`config.mk`:
```
export PLATFORM = sky130hd
export DESIGN_NAME = gdb_packet_stream_demux
export DESIGN_NICKNAME = d
export VERILOG_FILES = /design/src/rtl/core/gpsd_pkg.sv /design/src/rtl/core/gpsd_front.sv /design/src/rtl/core/gpsd_queue.sv /design/src/rtl/core/gpsd_back.sv /design/src/rtl/core/gdb_packet_stream_demux.sv
export SDC_FILE = /design/constraint.sdc
export NUM_CORES = 1
export LEC_CHECK = 0
export ABC_AREA = 1
export BUFFER_PORTS_ARGS = -buffer_cell sky130_fd_sc_hd__buf_4
export CAP_MARGIN = 20
export CORE_MARGIN = 2
export CORE_UTILIZATION = 55
export DETAILED_ROUTE_END_ITERATION = 6
export PLACE_DENSITY = 0.75
export SLEW_MARGIN = 20
export SYNTH_ARGS = -nofsm -noshare
export SYNTH_HDL_FRONTEND = slang
export SYNTH_SLANG_ARGS = --single-unit
```
`constraint.sdc`:
```
create_clock -name clk -period 6.3 [get_ports clk]
set_clock_uncertainty 0.05 [all_clocks]
set_input_delay 0.63 -clock clk [delete_from_list [all_inputs] [get_ports clk]]
set_output_delay 0.63 -clock clk [all_outputs]
set_load 0.02 [all_outputs]
```
`src/rtl/core/gpsd_pkg.sv`:
```
// Package with shared constants and item types for the packet stream demultiplexer.
`timescale 1ns / 1ps
`default_nettype none
package gpsd_pkg;

    localparam logic [7:0] CH_DOLLAR = 8'h24;
    localparam logic [7:0] CH_HASH   = 8'h23;
    localparam logic [7:0] CH_PLUS   = 8'h2B;
    localparam logic [7:0] CH_MINUS  = 8'h2D;
    localparam logic [7:0] CH_ESC    = 8'h7D;
    localparam logic [7:0] ESC_XOR   = 8'h20;

    localparam logic CHAN_DEBUG = 1'b0;
    localparam logic CHAN_DATA  = 1'b1;

    localparam int QUEUE_DEPTH = 4;

    typedef struct packed {
        logic       channel;
        logic [7:0] data;
    } item_t;

    typedef struct packed {
        logic       in_packet_mode;
        logic       dollar_seen;
        logic [1:0] trailer_left;
    } front_state_t;

endpackage
`default_nettype wire

```
`src/rtl/core/gpsd_front.sv`:
```
// Front end: tracks packet framing and classifies each byte as debugger or data traffic.
`timescale 1ns / 1ps
`default_nettype none
module gpsd_front (
    input  wire logic                  clk,
    input  wire logic                  rst_n,
    input  wire logic                  accept,
    input  wire logic [7:0]            in_byte,
    input  wire logic                  sink_attached,
    output gpsd_pkg::item_t            item,
    output logic                       item_valid,
    output gpsd_pkg::front_state_t     state
);
    import gpsd_pkg::*;

    front_state_t state_reg;
    front_state_t state_next;
    logic         is_ack;
    logic         is_dollar;
    logic         is_data;

    assign is_ack    = (in_byte == CH_PLUS) || (in_byte == CH_MINUS);
    assign is_dollar = (in_byte == CH_DOLLAR);

    always_comb
    begin
        state_next = state_reg;
        is_data    = 1'b0;
        if (!state_reg.in_packet_mode)
        begin
            if (is_ack || is_dollar)
            begin
                state_next.in_packet_mode = 1'b1;
                state_next.dollar_seen    = is_dollar;
                state_next.trailer_left   = 2'd0;
            end
            else
            begin
                is_data = 1'b1;
            end
        end
        else if (!state_reg.dollar_seen)
        begin
            if (is_dollar)
            begin
                state_next.trailer_left = 2'd0;
                state_next.dollar_seen  = 1'b1;
            end
            else if (!is_ack)
            begin
                state_next.trailer_left   = 2'd0;
                state_next.in_packet_mode = 1'b0;
                is_data                   = 1'b1;
            end
        end
        else
        begin
            if (state_reg.trailer_left == 2'd0)
            begin
                if (in_byte == CH_HASH)
                begin
                    state_next.trailer_left = 2'd2;
                end
            end
            else
            begin
                state_next.trailer_left = state_reg.trailer_left - 2'd1;
                if (state_reg.trailer_left == 2'd1)
                begin
                    state_next.dollar_seen = 1'b0;
                end
            end
        end
    end

    assign item.channel = is_data ? CHAN_DATA : CHAN_DEBUG;
    assign item.data    = in_byte;
    assign item_valid   = accept && (!is_data || sink_attached);
    assign state        = state_reg;

    always_ff @(posedge clk or negedge rst_n)
    begin
        if (!rst_n)
        begin
            state_reg <= '0;
        end
        else if (accept)
        begin
            state_reg <= state_next;
        end
    end

endmodule
`default_nettype wire

```
`src/rtl/core/gpsd_queue.sv`:
```
// Short register queue that decouples the front end from the back end.
`timescale 1ns / 1ps
`default_nettype none
module gpsd_queue #(
    parameter int DEPTH = gpsd_pkg::QUEUE_DEPTH
) (
    input  wire logic            clk,
    input  wire logic            rst_n,
    input  wire logic            wr_en,
    input  wire gpsd_pkg::item_t wr_item,
    input  wire logic            rd_en,
    output gpsd_pkg::item_t      rd_item,
    output logic                 q_full,
    output logic                 q_empty
);
    import gpsd_pkg::*;

    localparam int PTR_W = (DEPTH > 1) ? $clog2(DEPTH) : 1;
    localparam int CNT_W = $clog2(DEPTH + 1);
    localparam logic [PTR_W-1:0] LAST_PTR = PTR_W'(DEPTH - 1);
    localparam logic [CNT_W-1:0] FULL_CNT = CNT_W'(DEPTH);

    item_t             mem_reg [DEPTH];
    logic [PTR_W-1:0]  wr_ptr_reg;
    logic [PTR_W-1:0]  rd_ptr_reg;
    logic [CNT_W-1:0]  count_reg;
    logic              do_wr;
    logic              do_rd;

    assign q_full  = (count_reg == FULL_CNT);
    assign q_empty = (count_reg == '0);
    assign do_wr   = wr_en && !q_full;
    assign do_rd   = rd_en && !q_empty;
    assign rd_item = mem_reg[rd_ptr_reg];

    always_ff @(posedge clk)
    begin
        if (do_wr)
        begin
            mem_reg[wr_ptr_reg] <= wr_item;
        end
    end

    always_ff @(posedge clk or negedge rst_n)
    begin
        if (!rst_n)
        begin
            wr_ptr_reg <= '0;
            rd_ptr_reg <= '0;
            count_reg  <= '0;
        end
        else
        begin
            if (do_wr)
            begin
                wr_ptr_reg <= (wr_ptr_reg == LAST_PTR) ? '0 : wr_ptr_reg + 1'b1;
            end
            if (do_rd)
            begin
                rd_ptr_reg <= (rd_ptr_reg == LAST_PTR) ? '0 : rd_ptr_reg + 1'b1;
            end
            if (do_wr && !do_rd)
            begin
                count_reg <= count_reg + 1'b1;
            end
            else if (do_rd && !do_wr)
            begin
                count_reg <= count_reg - 1'b1;
            end
        end
    end

endmodule
`default_nettype wire

```
`src/rtl/core/gpsd_back.sv`:
```
// Back end: removes escapes from data items and holds the result register.
`timescale 1ns / 1ps
`default_nettype none
module gpsd_back (
    input  wire logic            clk,
    input  wire logic            rst_n,
    input  wire logic            q_empty,
    input  wire gpsd_pkg::item_t q_item,
    output logic                 q_pop,
    input  wire logic            pop,
    output logic                 empty,
    output logic                 channel,
    output logic [7:0]           out_byte
);
    import gpsd_pkg::*;

    logic        out_valid_reg;
    logic        out_channel_reg;
    logic [7:0]  out_byte_reg;
    logic        esc_reg;
    logic        take;
    logic        is_prefix;

    assign take      = !q_empty && (!out_valid_reg || pop);
    assign q_pop     = take;
    assign is_prefix = (q_item.channel == CHAN_DATA) && !esc_reg && (q_item.data == CH_ESC);

    always_ff @(posedge clk)
    begin
        if (take && !is_prefix)
        begin
            out_channel_reg <= q_item.channel;
            if ((q_item.channel == CHAN_DATA) && esc_reg)
            begin
                out_byte_reg <= q_item.data ^ ESC_XOR;
            end
            else
            begin
                out_byte_reg <= q_item.data;
            end
        end
    end

    always_ff @(posedge clk or negedge rst_n)
    begin
        if (!rst_n)
        begin
            out_valid_reg <= 1'b0;
            esc_reg       <= 1'b0;
        end
        else
        begin
            if (take)
            begin
                out_valid_reg <= !is_prefix;
                if (q_item.channel == CHAN_DATA)
                begin
                    esc_reg <= is_prefix;
                end
            end
            else if (pop)
            begin
                out_valid_reg <= 1'b0;
            end
        end
    end

    assign empty    = !out_valid_reg;
    assign channel  = out_channel_reg;
    assign out_byte = out_byte_reg;

endmodule
`default_nettype wire

```
`src/rtl/core/gdb_packet_stream_demux.sv`:
```
// Top level of the packet stream demultiplexer: front end, item queue and back end.
//
// Usage: bytes enter through a queue-style port (push, full, in_byte, sink_attached);
// an item is taken at a clock edge with push high and full low. Results leave through
// a queue-style port (empty, pop, channel, out_byte); the oldest result is shown while
// empty is low and is taken at an edge with pop high. Channel 0 carries debugger packet
// bytes as received, channel 1 carries out-of-band data bytes with escapes removed.
// A data byte with no sink attached, and an escape prefix, produce no result.
// Throughput is one byte per cycle on both sides while full is low and results are
// popped. A byte is classified combinationally when accepted and written to the
// internal queue; from there it moves into the result register. The internal
// queue holds QUEUE_DEPTH items; when the receiver stops popping, the queue fills and
// full is raised, then drops as soon as an entry is freed.
// Reset clears the framing state to data mode, clears the escape flag, empties the
// queue and the result register; no result is shown until a byte is accepted.
`timescale 1ns / 1ps
`default_nettype none
module gdb_packet_stream_demux #(
    parameter int QUEUE_DEPTH = gpsd_pkg::QUEUE_DEPTH
) (
    input  wire logic        clk,
    input  wire logic        rst_n,
    input  wire logic        push,
    output logic             full,
    input  wire logic [7:0]  in_byte,
    input  wire logic        sink_attached,
    output logic             empty,
    input  wire logic        pop,
    output logic             channel,
    output logic [7:0]       out_byte
);
    import gpsd_pkg::*;

    logic         accept;
    item_t        front_item;
    logic         front_valid;
    front_state_t front_state;
    item_t        q_item;
    logic         q_pop;
    logic         q_empty;

    assign accept = push && !full;

    gpsd_front u_front (
        .clk           (clk),
        .rst_n         (rst_n),
        .accept        (accept),
        .in_byte       (in_byte),
        .sink_attached (sink_attached),
        .item          (front_item),
        .item_valid    (front_valid),
        .state         (front_state)
    );

    gpsd_queue #(
        .DEPTH (QUEUE_DEPTH)
    ) u_queue (
        .clk     (clk),
        .rst_n   (rst_n),
        .wr_en   (front_valid),
        .wr_item (front_item),
        .rd_en   (q_pop),
        .rd_item (q_item),
        .q_full  (full),
        .q_empty (q_empty)
    );

    gpsd_back u_back (
        .clk      (clk),
        .rst_n    (rst_n),
        .q_empty  (q_empty),
        .q_item   (q_item),
        .q_pop    (q_pop),
        .pop      (pop),
        .empty    (empty),
        .channel  (channel),
        .out_byte (out_byte)
    );

`ifndef SYNTHESIS
    a_trailer_in_packet: assert property (@(posedge clk) disable iff (!rst_n)
        (front_state.trailer_left != 2'd0) |-> front_state.dollar_seen)
        else $error("Checksum trailer counted outside an open packet.");

    a_dollar_in_mode: assert property (@(posedge clk) disable iff (!rst_n)
        front_state.dollar_seen |-> front_state.in_packet_mode)
        else $error("Packet open while in data mode.");

    a_trailer_bound: assert property (@(posedge clk) disable iff (!rst_n)
        front_state.trailer_left != 2'd3)
        else $error("Checksum trailer counter out of range.");

    a_no_drop: assert property (@(posedge clk) disable iff (!rst_n)
        front_valid |-> !full)
        else $error("Classified item written while the queue is full.");
`endif

endmodule
`default_nettype wire
```
# After elaboration in Yosys (flattened, before gate mapping)

Memory sizes are Yosys's and may differ from the RTL's.
Index checks and enable logic that the tools add are counted.

Bits in registers: 22
RAM bits: 36
Bits of input ports: 13
Word-level logic and storage cells: 87
Memories: 1

Memory list:

| memory          | words | width | rd ports | clocked after Yosys merged registers in | wr ports | RTL line         | text |
|---|---|---|---|---|---|---|---|
| u_queue.mem_reg | 4     | 9     | 1        | 0                                       | 1        | gpsd_queue.sv:23 | `item_t mem_reg [DEPTH];` |

$add $sub $neg: 5
Equal/unequal tests: 11
Mux-type cells: 28
Bitwise logic cells: 1
Reductions and logical operators: 31

Operators with widths:

| kind                | count |
|---|---|
| $eq 8x6->1 const B  | 4 |
| $mux 1              | 16 |
| $mux 2              | 6 |
| $logic_and 1x1->1   | 11 |
| $mux 3              | 3 |
| $eq 8x7->1 const B  | 1 |
| $logic_not 1->1     | 8 |
| $mux 4              | 2 |
| $ne 4x4->1 const B  | 2 |
| $mux 6              | 1 |
| $reduce_bool 2->1   | 3 |
| $add 2x1->2 const B | 2 |
| $eq 2x2->1 const B  | 2 |
| $logic_or 1x1->1    | 4 |
| $reduce_and 2->1    | 2 |
| $reduce_and 4->1    | 1 |
| $add 3x1->3 const B | 1 |
| $eq 3x3->1 const B  | 1 |
| $logic_not 3->1     | 1 |
| $sub 3x1->3 const B | 1 |
| $eq 2x1->1 const B  | 1 |
| $logic_not 2->1     | 1 |
| $sub 2x1->2 const B | 1 |
| $not 1->1           | 1 |

# Longest topological paths before layout

Depth after elaboration: 14
Depth in mapped cells: 15
Depth with buffers taken out: 15

# Hierarchy

From an unflattened synthesis, not the netlist that was laid out.

Cell total of the unflattened synthesis: 286
Area total of the unflattened synthesis: 2960.3 sq um

By module, submodules not included:

| module                  | instances | cells each | area each (sq um) | sequential area each (sq um) |
|---|---|---|---|---|
| gpsd_queue              | 1         | 165        | 1990.7            | 1256.2 |
| gpsd_front              | 1         | 73         | 484.2             | 100.1 |
| gpsd_back               | 1         | 46         | 475.5             | 320.3 |
| gdb_packet_stream_demux | 1         | 2          | 10.0              | 0.0 |

# Least setup slack after synthesis

No wires, ideal clock.

Kind: input to register
Start: input in_byte[4]
End: register u_queue.count_reg[2]
Library setup time: 0.131 ns
Arrival time: 2.285 ns
Path slack: 3.834 ns
Stages on the path: 15
Path buffers: 0
Cell sequence: inv_1 -> nand2_1 -> nor2_2 -> nand3_1 -> nand2_1 -> nor2_1 -> nand2_1 -> nand2_1 -> inv_1 -> ha_1 -> inv_1 -> fa_1 -> a21oi_1 -> o21ai_0 -> xor2_1

Word-level cells in the longest chain between the ends: 13
Elaborated cells between the ends (all ways): 19
Those cells by class: eq/ne (3); mux (6); reduce/logical (10)

Ends and longest elaborated chain:

| element                     | RTL line                      | text |
|---|---|---|
| start: declaration          | gdb_packet_stream_demux.sv:25 | `input wire logic [7:0] in_byte,` |
| $eq 8x6->1                  | gpsd_front.sv:22              | `assign is_ack = (in_byte == CH_PLUS) \|\| (in_byte == CH_MINUS);` |
| $logic_or 1x1->1            | gpsd_front.sv:22              |  |
| $mux 1                      | gpsd_front.sv:49              | `else if (!is_ack)` |
| $mux 1                      | gpsd_front.sv:44              | `if (is_dollar)` |
| $mux 1                      | gpsd_front.sv:42              | `else if (!state_reg.dollar_seen)` |
| $mux 1 (*)                  | gpsd_front.sv:29              | `if (!state_reg.in_packet_mode)` |
| net u_front.is_data         | gpsd_front.sv:20              | `logic is_data;` |
| $logic_not 1->1 (*)         | gpsd_front.sv:78              | `assign item_valid = accept && (!is_data \|\| sink_attached);` |
| $logic_or 1x1->1 (*)        | gpsd_front.sv:78              |  |
| $logic_and 1x1->1 (*)       | gpsd_front.sv:78              |  |
| $logic_and 1x1->1 (*)       | gpsd_queue.sv:32              | `assign do_wr = wr_en && !q_full;` |
| net u_queue.do_wr           | gpsd_queue.sv:27              | `logic do_wr;` |
| $logic_not 1->1             | gpsd_queue.sv:66              | `else if (do_rd && !do_wr)` |
| $logic_and 1x1->1           | gpsd_queue.sv:66              |  |
| $reduce_bool 2->1 (no line) | --                            |  |
| end signal: assignment      | gpsd_queue.sv:64              | `count_reg <= count_reg + 1'b1;` |
| end signal: assignment      | gpsd_queue.sv:68              | `count_reg <= count_reg - 1'b1;` |
| end: declaration            | gpsd_queue.sv:26              | `logic [CNT_W-1:0] count_reg;` |

The timed path passes the listed nets; every way through them passes the cells marked *.
A chain may end at the register's enable or synchronous reset.

# Final worst setup path

Ends and elaborated chain as after synthesis.

==> summary.txt <==
Synthesis
  – Mux cell area share after synthesis: 0.4186%
  – Xor and xnor area share after synthesis: 0.9767%
  – Syn Inst Count: 275
  – Seq/Total Area, Yosys: 62.33%
  – Adder and majority gate portion of the synthesized area: 4.930%
  – Count of unique library cells instantiated by Yosys: 23
  – Avg Cell Area, Syn: 9.782 um2
  – Post-synthesis net count: 298
  – Count of warnings emitted by yosys: 0
  – Cell Area, Synth: 2690 um2
  – Post-synthesis simple-gate area fraction: 21.16%
  – Dominant combinational cell family by area after synthesis: simple AND/OR/NAND/NOR gates
  – Area fraction in compound gates after synthesis: 2.698%
  – Flop and latch count out of synthesis: 58

Global route
  – Total global-route track usage: 20.12%
  – Wire length of the first global-routing pass: 7790 um
  – Global route total overflow: 0
  – Via count of the first global-routing pass: 1744
  – Number of antenna violations at the first check in global routing: 0
  – Maximum number of pins on one net before global-route repair: 23

Finish
  – Synthesis-to-layout area growth: 15.07%
  – Filler Cells Inserted: 375
  – Fin area: 3095 um2
  – Top library cells by usage in the layout, fill and taps aside: sky130_fd_sc_hd__nand2_1 (91), sky130_fd_sc_hd__edfxtp_1 (45), sky130_fd_sc_hd__inv_1 (42), sky130_fd_sc_hd__buf_4 (23)
  – Layout cells sized above 1: 13.87%
  – Final layout net count: 328
  – Most common cell after layout, fill and taps aside: sky130_fd_sc_hd__nand2_1
  – Max FFs per register: 36
  – Antenna cell count: 0

Critical path
  – Startpoint types: input pin
  – Highest net fanout along the worst path: 5
  – Kind of end point of the critical path: register
  – Library cell contributing the largest single delay on the critical path: sky130_fd_sc_hd__fa_1
  – Worst Path Required: 6.46 ns
  – Most frequent cell on the critical path: sky130_fd_sc_hd__nand2_1
  – Critical Setup Path Class: input pin to register
  – Worst endpoint data arrival time: 2.69 ns
  – Minimum setup slack among reg-to-reg paths: 3.83 ns
  – Worst path buffer plus inverter count: 4
  – Worst path max stage delay: 0.38 ns
  – CP cell instances: buf_4 > inv_1 > nand2_1 > nor2_2 > nand3_1 > nand2_1 > nor2_1 > nand2_1 > nand2_1 > inv_1 > ha_1 > inv_1 > fa_1 > a21oi_1 > o21ai_0 > xor2_1
  – Crit-path leading delay family: simple AND/OR/NAND/NOR gates

Clocking
  – CTS tree: built
  – Clock tree buffer depth: 2
  – Clock-pin slew of the registers on the worst-case setup and hold paths: 0.06 ns
  – Sinks on Clock Net: 58
  – Number of H-tree levels: 3
  – CTS root buf: sky130_fd_sc_hd__clkbuf_8
  – Number of buffers inserted during clock tree synthesis: 9
  – Post-CTS resize count: 0
  – Number of hold buffers added after cts: 0
  – Postcts setup bufs: 0
  – Clk Latency, worst-skew pair: 0.34 ns

Placed design
  – Sum of net half-perimeters after detailed placement: 3293 um
  – Port bufs: 23
  – Post-place setup slack: 3.437 ns
  – Area after detailed placement: 2918 um2
  – Final weighted congestion in routability-driven placement: 0.7746

Die
  – I/O Pins: 24
  – Die height: 73.94 um
  – Cell Rows: 25
  – Total Die Area: 5466 um2
  – Initial cell density of the core: 56.95%
  – Placeable core region: 4723 um2
  – Die width: 73.94 um

STA
  – Maximum clock frequency: 396.1 MHz
  – Worst rel slew slack: 37.10%
  – Number of max-slew violations in the final report: 0
  – Final worst path period share: 40.08%
  – Setup repair after global routing missed its margin: no
  – Worst-case setup margin in the final layout: 3.775 ns
  – Worst Max-Slew Pin Slew: 0.9400 ns
  – Endpoints failing hold: 0
  – Final total negative setup slack: 0 ns
  – Final setup vio count: 0
  – Min Tclk post-route: 2.525 ns

Route
  – Drc violations: 0
  – Final ANT Viol Nets: 0
  – Total number of vias: 1856
  – DRT Wirelength: 4640 um
  – Average wire per cell in the routed design: 12.31 um
  – Detailed Route Iter0 Violations: 81
  – Post-detailed-route via-to-cell ratio: 4.923
  – Iteration count of the initial detailed-routing pass: 4

Power
  – PD cells: 425.9 nW/um2
  – Sequential power share: 43.7%
  – Leakage: 1.438 nW
  – Share of total power consumed by net switching: 35.66%
  – Worst voltage drop across the vdd grid: 0.0001743 V
  – Post-layout total power: 1.318 mW
  – Internal: 0.8482 mW
  – Part of the total power dissipated in combinational logic: 32.4%
  – Switching power summed over all nets: 0.4702 mW
  – Clock power share: 23.8%

Run
  – Number of maximum-capacitance violations: 0

Hold path
  – Class of the worst hold path: input pin to asynchronous set/reset pin

Run status
  – Status: complete, no violations
layout make-up:
| type | instances | area, um2 | area share (%) |
|---|---|---|---|
| flip-flops and latches | 58 | 1677 | 54.16 |
| multi-input cells | 167 | 812.0 | 26.23 |
| repair buffers | 23 | 172.7 | 5.578 |
| inverters | 46 | 172.7 | 5.578 |
| clock buffers | 12 | 135.1 | 4.365 |
| well taps | 67 | 83.83 | 2.708 |
| clock inverters | 4 | 42.54 | 1.374 |
routing by layer:
metal / share of wire [%] / track usage [%]
met4: 2.1 / 11.72
met3: 5.2 / 5.691
met5: 0 / 0
met2: 50 / 32.94
met1: 43 / 23.84
cell usage after synthesis (all sizes together):
cell type  number  area share [%]
a21oi           3            0.56
buf             4             1.1
dfrtp          13              12
edfxtp         45              50
fa              1            0.74
ha              9             4.2
inv            46             6.4
mux2            1            0.42
nand2          92              13
nand3          21             3.9
nand4           4            0.93
nor2           22             3.2
o21ai          10             2.1
or2             1            0.23
xnor2           2            0.65
xor2            1            0.33
per-stage QoR:
step	std cells	hold WS [ns]	utilization, %
final	377	0.07407	65.54
after floorplan	275	0.2844	-
after detailed placement	361	0.4339	61.77
after global routing	377	0.08237	65.54
after global placement	361	0.4347	61.77
after CTS	377	0.07102	65.54
power groups by stage:
stage          clock network (mW)  logic [mW]  registers [mW]
3_5_place_dp                    0       0.429           0.585
3_3_place_gp                    0       0.418           0.583
2_1_floorplan                   0       0.294           0.593
6_report                    0.314       0.427           0.577
4_1_cts                     0.319       0.431           0.578
5_1_grt                     0.336       0.491           0.589
worst paths after layout:
check	startpoint	endpoint	cells after the start
setup / recovery	in_byte[4]	u_queue.count_reg[2]	16
min in group clk	in_byte[4]	u_queue.mem_reg[2][4]	1
hold / removal	rst_n	u_queue.count_reg[1]	1
max in group asynchronous	rst_n	u_front.state[0]	1
setup reg to reg	u_queue.rd_ptr_reg[0]	u_back.out_byte[0]	10
hold reg to reg	u_front.state[1]	u_front.state[1]	2
cells by family after synthesis:
kind of cell | count (synthesis)
compound gates | 13
xor+xnor | 3
fa+ha+maj | 10
buf+inv | 50
flops | 58
mux | 1
simple gates | 140
(Power assumes the default switching activity.)
